$ cat src/hw/rtl/fpll_pkg.sv
// Shared types and constants of the four-pole ladder lowpass: item structs,
// datapath control word, enum codes and fixed-point widths.
// No dependencies; compile first.
package fpll_pkg;

    localparam int SAMPLE_W   = 24;
    localparam int CH_FIELD_W = 4;
    localparam int COEF_W     = 32;
    localparam int STATE_W    = 32;
    localparam int FRAC_W     = 24;
    localparam int PROD_W     = 2 * COEF_W;
    localparam int TERM_W     = PROD_W - FRAC_W;
    localparam int ACC_W      = TERM_W + 2;
    localparam int STAGE_W    = 2;
    localparam int WORD_W     = STAGE_W + 1;
    localparam int CFG_IDX_W  = 2;

    localparam logic [STAGE_W-1:0] LAST_STAGE = 2'd3;

    localparam logic signed [COEF_W-1:0] Q24_POINT_THREE     = 32'sd5033165;
    localparam logic signed [COEF_W-1:0] RESET_ONE_MINUS_F   = 32'sd14229763;
    localparam logic signed [COEF_W-1:0] RESET_FEEDBACK_COEF = 32'sd1671921;
    localparam logic signed [COEF_W-1:0] RESET_INPUT_GAIN    = 32'sd3123;

    typedef enum logic {
        OP_FILTER = 1'b0,
        OP_CLEAR  = 1'b1
    } op_t;

    typedef enum logic [CFG_IDX_W-1:0] {
        REG_ONE_MINUS_F   = 2'd0,
        REG_FEEDBACK_COEF = 2'd1,
        REG_INPUT_GAIN    = 2'd2
    } cfg_reg_t;

    typedef struct packed {
        op_t                         op;
        logic [CH_FIELD_W-1:0]       channel;
        logic signed [SAMPLE_W-1:0]  sample_in;
    } in_item_t;

    typedef struct packed {
        logic signed [SAMPLE_W-1:0]  sample_out;
        logic [CH_FIELD_W-1:0]       channel_out;
    } out_item_t;

    // which state word of the current channel a memory access touches
    typedef enum logic [1:0] {
        W_OUT4  = 2'd0,
        W_IN_K  = 2'd1,
        W_OUT_K = 2'd2
    } word_sel_t;

    typedef enum logic {
        WD_Y   = 1'b0,
        WD_SAT = 1'b1
    } wdata_sel_t;

    typedef enum logic {
        MA_MEM = 1'b0,
        MA_Y   = 1'b1
    } mul_a_t;

    typedef enum logic [1:0] {
        MB_FEEDBACK    = 2'd0,
        MB_GAIN        = 2'd1,
        MB_POINT_THREE = 2'd2,
        MB_POLE        = 2'd3
    } mul_b_t;

    typedef enum logic [2:0] {
        ACC_HOLD      = 3'd0,
        ACC_X2        = 3'd1,
        ACC_SUB       = 3'd2,
        ACC_ADD       = 3'd3,
        ACC_LOAD_TERM = 3'd4,
        ACC_LOAD_Y    = 3'd5
    } acc_op_t;

    typedef enum logic [1:0] {
        J_NEXT   = 2'd0,
        J_BYPASS = 2'd1,
        J_LOOP   = 2'd2,
        J_END    = 2'd3
    } jump_t;

    typedef struct packed {
        logic        rd_en;
        word_sel_t   rd_sel;
        logic        wr_en;
        word_sel_t   wr_sel;
        wdata_sel_t  wr_data;
        logic        mul_en;
        mul_a_t      mul_a;
        mul_b_t      mul_b;
        acc_op_t     acc_op;
        logic        y_ld;
        logic        set_row;
        logic        clr_row;
    } dp_ctl_t;

    typedef struct packed {
        dp_ctl_t               ctl;
        logic [STAGE_W-1:0]    stage;
    } dp_cmd_t;

endpackage

$ cat src/hw/rtl/fpll_seq.sv
// Microcode sequencer of the ladder lowpass: program ROM, step counter,
// pole-stage loop counter and jump logic. Depends on fpll_pkg.
module fpll_seq (
    input  logic              aclk,
    input  logic              aresetn,
    input  logic              start,
    input  logic              bypass,
    input  logic              out_free,
    output logic              busy,
    output logic              done,
    output fpll_pkg::dp_cmd_t cmd
);
    import fpll_pkg::*;

    localparam int PC_W = 5;
    localparam logic [PC_W-1:0] P_LOOP = 5'd9;
    localparam logic [PC_W-1:0] P_CLR  = 5'd16;

    typedef struct packed {
        dp_ctl_t          ctl;
        jump_t            jmp;
        logic [PC_W-1:0]  target;
        logic             stage_clr;
    } uop_t;

    // One control word per step. A multiply lands in the product register in the
    // next step and in the rounded term register the step after that.
    function automatic uop_t ucode(input logic [PC_W-1:0] pc);
        uop_t u;
        u = '0;
        unique case (pc)
            5'd0: begin
                u.ctl.rd_en  = 1'b1;
                u.ctl.rd_sel = W_OUT4;
                u.ctl.acc_op = ACC_X2;
                u.jmp        = J_BYPASS;
                u.target     = P_CLR;
            end
            5'd1: begin
                u.ctl.mul_en = 1'b1;
                u.ctl.mul_a  = MA_MEM;
                u.ctl.mul_b  = MB_FEEDBACK;
            end
            5'd2: begin
            end
            5'd3: begin
                u.ctl.acc_op = ACC_SUB;
            end
            5'd4: begin
                u.ctl.y_ld = 1'b1;
            end
            5'd5: begin
                u.ctl.mul_en = 1'b1;
                u.ctl.mul_a  = MA_Y;
                u.ctl.mul_b  = MB_GAIN;
            end
            5'd6: begin
            end
            5'd7: begin
                u.ctl.acc_op = ACC_LOAD_TERM;
            end
            5'd8: begin
                u.ctl.y_ld  = 1'b1;
                u.stage_clr = 1'b1;
            end
            // pole stage loop body
            5'd9: begin
                u.ctl.rd_en  = 1'b1;
                u.ctl.rd_sel = W_IN_K;
                u.ctl.acc_op = ACC_LOAD_Y;
            end
            5'd10: begin
                u.ctl.rd_en   = 1'b1;
                u.ctl.rd_sel  = W_OUT_K;
                u.ctl.mul_en  = 1'b1;
                u.ctl.mul_a   = MA_MEM;
                u.ctl.mul_b   = MB_POINT_THREE;
                u.ctl.wr_en   = 1'b1;
                u.ctl.wr_sel  = W_IN_K;
                u.ctl.wr_data = WD_Y;
            end
            5'd11: begin
                u.ctl.mul_en = 1'b1;
                u.ctl.mul_a  = MA_MEM;
                u.ctl.mul_b  = MB_POLE;
            end
            5'd12: begin
                u.ctl.acc_op = ACC_ADD;
            end
            5'd13: begin
                u.ctl.acc_op = ACC_ADD;
            end
            5'd14: begin
                u.ctl.y_ld    = 1'b1;
                u.ctl.wr_en   = 1'b1;
                u.ctl.wr_sel  = W_OUT_K;
                u.ctl.wr_data = WD_SAT;
                u.jmp         = J_LOOP;
                u.target      = P_LOOP;
            end
            5'd15: begin
                u.ctl.set_row = 1'b1;
                u.jmp         = J_END;
            end
            5'd16: begin
                u.ctl.clr_row = 1'b1;
                u.jmp         = J_END;
            end
            default: begin
                u.jmp = J_END;
            end
        endcase
        return u;
    endfunction

    logic                busy_reg, busy_next;
    logic [PC_W-1:0]     pc_reg, pc_next;
    logic [STAGE_W-1:0]  stage_reg, stage_next;
    uop_t                uop;

    assign uop = ucode(pc_reg);

    always_ff @(posedge aclk) begin
        if (!aresetn) begin
            busy_reg  <= 1'b0;
            pc_reg    <= '0;
            stage_reg <= '0;
        end else begin
            busy_reg  <= busy_next;
            pc_reg    <= pc_next;
            stage_reg <= stage_next;
        end
    end

    always_comb begin
        busy_next  = busy_reg;
        pc_next    = pc_reg;
        stage_next = stage_reg;
        done       = 1'b0;
        if (!busy_reg) begin
            if (start) begin
                busy_next = 1'b1;
                pc_next   = '0;
            end
        end else begin
            if (uop.stage_clr) begin
                stage_next = '0;
            end
            unique case (uop.jmp)
                J_NEXT: begin
                    pc_next = pc_reg + 1'b1;
                end
                J_BYPASS: begin
                    pc_next = bypass ? uop.target : pc_reg + 1'b1;
                end
                J_LOOP: begin
                    if (stage_reg != LAST_STAGE) begin
                        pc_next    = uop.target;
                        stage_next = stage_reg + 1'b1;
                    end else begin
                        pc_next = pc_reg + 1'b1;
                    end
                end
                J_END: begin
                    // hold here until the output register can take the result
                    if (out_free) begin
                        done      = 1'b1;
                        busy_next = 1'b0;
                    end
                end
            endcase
        end
    end

    assign busy      = busy_reg;
    assign cmd.ctl   = busy_reg ? uop.ctl : '0;
    assign cmd.stage = stage_reg;

`ifndef ASSERT_OFF
    a_pc_in_program: assert property (@(posedge aclk) disable iff (!aresetn)
        busy_reg |-> pc_reg <= P_CLR)
        else $error("sequencer ran past the end of the program");

    a_done_frees: assert property (@(posedge aclk) disable iff (!aresetn)
        done |=> !busy_reg)
        else $error("sequencer still busy after delivering a result");

    a_start_entry: assert property (@(posedge aclk) disable iff (!aresetn)
        start |=> (busy_reg && pc_reg == '0))
        else $error("request did not start the program at its entry step");
`endif

endmodule

$ cat config.mk
export PLATFORM = sky130hd
export DESIGN_NAME = fpll_seq
export DESIGN_NICKNAME = d
export VERILOG_FILES = /design/src/hw/rtl/fpll_pkg.sv /design/src/hw/rtl/fpll_seq.sv
export SDC_FILE = /design/constraint.sdc
export NUM_CORES = 1
export LEC_CHECK = 0
export BUFFER_PORTS_ARGS = -buffer_cell sky130_fd_sc_hd__buf_4
export CAP_MARGIN = 20
export CORE_ASPECT_RATIO = 0.75
export CORE_MARGIN = 2
export CORE_UTILIZATION = 53
export DETAILED_ROUTE_END_ITERATION = 16
export GPL_TIMING_DRIVEN = 0
export PLACE_DENSITY = 0.8
export SYNTH_ARGS = -nofsm -noshare
export SYNTH_HDL_FRONTEND = slang
export SYNTH_SLANG_ARGS = --single-unit
export TNS_END_PERCENT = 20
$ cat constraint.sdc
create_clock -name aclk -period 3.1 [get_ports aclk]
set_clock_uncertainty 0.05 [all_clocks]
set_input_delay 0.775 -clock aclk [delete_from_list [all_inputs] [get_ports aclk]]
set_output_delay 0.775 -clock aclk [all_outputs]
set_load 0.005 [all_outputs]
==> impl_metrics.toml <==
[final_layout]
largest_reg_flops = 5
layout_common_cells = "28 x sky130_fd_sc_hd__buf_4, 19 x sky130_fd_sc_hd__nand2_1, 9 x sky130_fd_sc_hd__nor2_1, 9 x sky130_fd_sc_hd__ha_1, 8 x sky130_fd_sc_hd__dfxtp_1"
final_nets = 180
syn2layout_area_growth_pct = 23.1
mostFrequentLayoutCell = "sky130_fd_sc_hd__buf_4"
antenna_cells_inserted = 0
final_layout_size_suffix_gt1_share_pct = 26.8

[global_route]
grt.overflow.total = 0
grt_pass1_wl_mm = 4.37
vias_in_the_first_global_route = 963
grt_util_all_layers_pct = 25.5
grt_antenna_before_repair = 0
grt_max_degree = 11

[sta]
fmax_mhz = 346
finalCritPeriodShare_pct = 93.1
finalWorstPathRequiredPeriod_ns = 2.89
worst_slew_slack_as_a_fraction_of_its_limit_pct = 69.9
worst_pin_slew_ns = 0.451
slew_viol_final = 0
rsz0062_at_grt = "no"
setup_viol = 0
final.hold.worst_slack_ns = 0.487
final_critical_path_setup_slack_ns = 0.213
hold_viol_final = 0
fin_tns_setup_ns = 0

[synthesis]
synth_async_sr_flop_share_pct = 0
yosys_warnings = 0
synthesis.area_per_instance_um2 = 7.58
cells_after_synth = 136
synthTopCellsByArea = "sky130_fd_sc_hd__dfxtp_1 16%, sky130_fd_sc_hd__ha_1 11%, sky130_fd_sc_hd__nand2_1 6.9%"
yosysTopAreaCellShare_pct = 15.5
ys_seq_elements = 8
synth_sequential_area_ratio_pct = 15.5
synth_ff_type = "sky130_fd_sc_hd__dfxtp_1"
yosysUniqueCellTypes = 48
synth.net_count = 150
synth_top_area_cell = "sky130_fd_sc_hd__dfxtp_1"
synth_edf_count = 0
netlist_area_mm2 = 0.00103

[worst_setup_path]
regToRegEndpoint = "pc_reg[2]"
cp_top_family = "simple AND/OR/NAND/NOR gates"
critical_path.max_stage_delay_ns = 0.46
timing.critical_path.arrival_ns = 2.06
critPathCapture = "done"
cp-start-kind = "flip-flop"
reg2reg_slack_ns = 0.39
critPathBufInv = 3
worstPathCellList = "inv_1, ha_1, buf_4, nor3_1, o311ai_2, nor3_1, buf_4"
beginning_of_the_critical_path = "pc_reg[0]"
critical_path.endpoint_type = "primary output"
worst-path-max-fanout = 10
critical_path_cell_count = 7
worstRegToRegCells = 11
critPathSlowestCell = "sky130_fd_sc_hd__dfxtp_1"
timing.critical_path.required_ns = 2.27
r2r-start = "pc_reg[0]"
critPathKind = "flip-flop to primary output"

[floorplanning]
die-height_um = 42.2
fp.dieW_um = 54.9
top_level_ports = 26
floorplan.die_area_mm2 = 0.00232
initial_utilization_pct = 57.6
placeableCoreArea_mm2 = 0.00179
core.rowCount = 13

[clocking]
tritoncts_clock_tree = "yes"
number_of_gates_given_a_new_drive_strength_after_cts = 0
clk_root_buffer_cell = "sky130_fd_sc_hd__clkbuf_4"
clock_path_buffers = 2
cts_buffer_count = 3
clk_transition_reported_paths_ns = 0.06
cts_max_level = 1
cts_hold_buffers = 0
tritoncts_num_sinks = 8
clk_lat_worst_skew_ns = 0.26
cts_post_setup_buffers_inserted = 0

[power_and_ir_drop]
power.density_mw_per_mm2 = 209
p_leak_nw = 0.575
totalPowerFinal_uw = 265
worst_ir_drop_vdd_v = 0.000224

[route]
first_iter_violations = 47
routed_wl_mm = 2.71
avgViaCountPerCell = 5.97
route.antenna.remaining_nets = 0
drtPass1Iterations = 4
routedWlPerCell_um = 14.6
drc = 0
via_count = 1110

[hold_path]
hp-class = "flip-flop to flip-flop"

[run_status]
status = "finished, final reports clean"

[placed_design]
place.detailed.hpwl_mm = 2.13
dp_worst_setup_slack_ns = 0.395
io_buffer_count = 25
gp_congestion = 0.853

[run]
max_cap_viol_count = 0
where the power goes:
group	internal, mW	switching, mW
sequential	0.105	0.000893
clock	0.0447	0.0417
combinational	0.0315	0.0417
how the worst min path moves through the flow:
stage	start	end	slack (ns)	cells past startpoint
final	pc_reg[1]	pc_reg[1]	0.49	2
after global routing	pc_reg[1]	pc_reg[1]	0.53	2
after CTS	stage_reg[1]	stage_reg[1]	0.48	2
after detailed placement	stage_reg[1]	stage_reg[1]	0.47	2
after global placement	stage_reg[1]	stage_reg[1]	0.44	2
after floorplan	pc_reg[1]	pc_reg[1]	0.43	2
area by class of cell:
type | instances | area [um^2]
inverter | 5 | 18.8
timing repair buffer | 25 | 188
buffer | 11 | 63.8
sequential | 8 | 160
clock buffer | 3 | 22.5
fill | 149 | 520
multi-input combinational | 112 | 788
tap | 22 | 27.5
synthesized netlist by cell type (all sizes together), types with 4 or more instances:
cell / number
nand2: 20
ha: 9
nor2: 9
dfxtp: 8
a21oi: 7
and2: 7
buf: 7
inv: 5
nor3: 5
clkbuf: 4
mux2i: 4
nor2b: 4
o21ai: 4
cell families after synthesis:
kind of cell,after synthesis,synth area share [%]
flops,8,15.5
fa+ha+maj,9,10.9
buf+inv,16,8.01
xor+xnor,1,0.850
mux,4,3.88
simple gates,65,36.3
compound gates,33,24.5
tightest hold or removal path, stage by stage (launching register included):
cell and delay, ns:
sky130_fd_sc_hd__dfxtp_1 0.35, sky130_fd_sc_hd__nand2_1 0.07, sky130_fd_sc_hd__mux2i_1 0.06
per-layer routing:
metal	track usage [%]	up-vias	share of wire, %
li1	-	545	-
met1	37.1	508	44
met2	36.7	55	46
met3	7.86	2	9.7
met4	4.88	0	0.44
met5	0	-	0
stage by stage:
stage          instance area, um^2  instances  util [%]
3_5_place_dp                  1250        183      69.7
3_3_place_gp                  1250        183      69.7
2_1_floorplan                 1030        136         -
5_1_grt                       1270        186      70.9
6_report                      1270        186      70.9
4_1_cts                       1270        186      70.9
(Power assumes the default switching activity.)
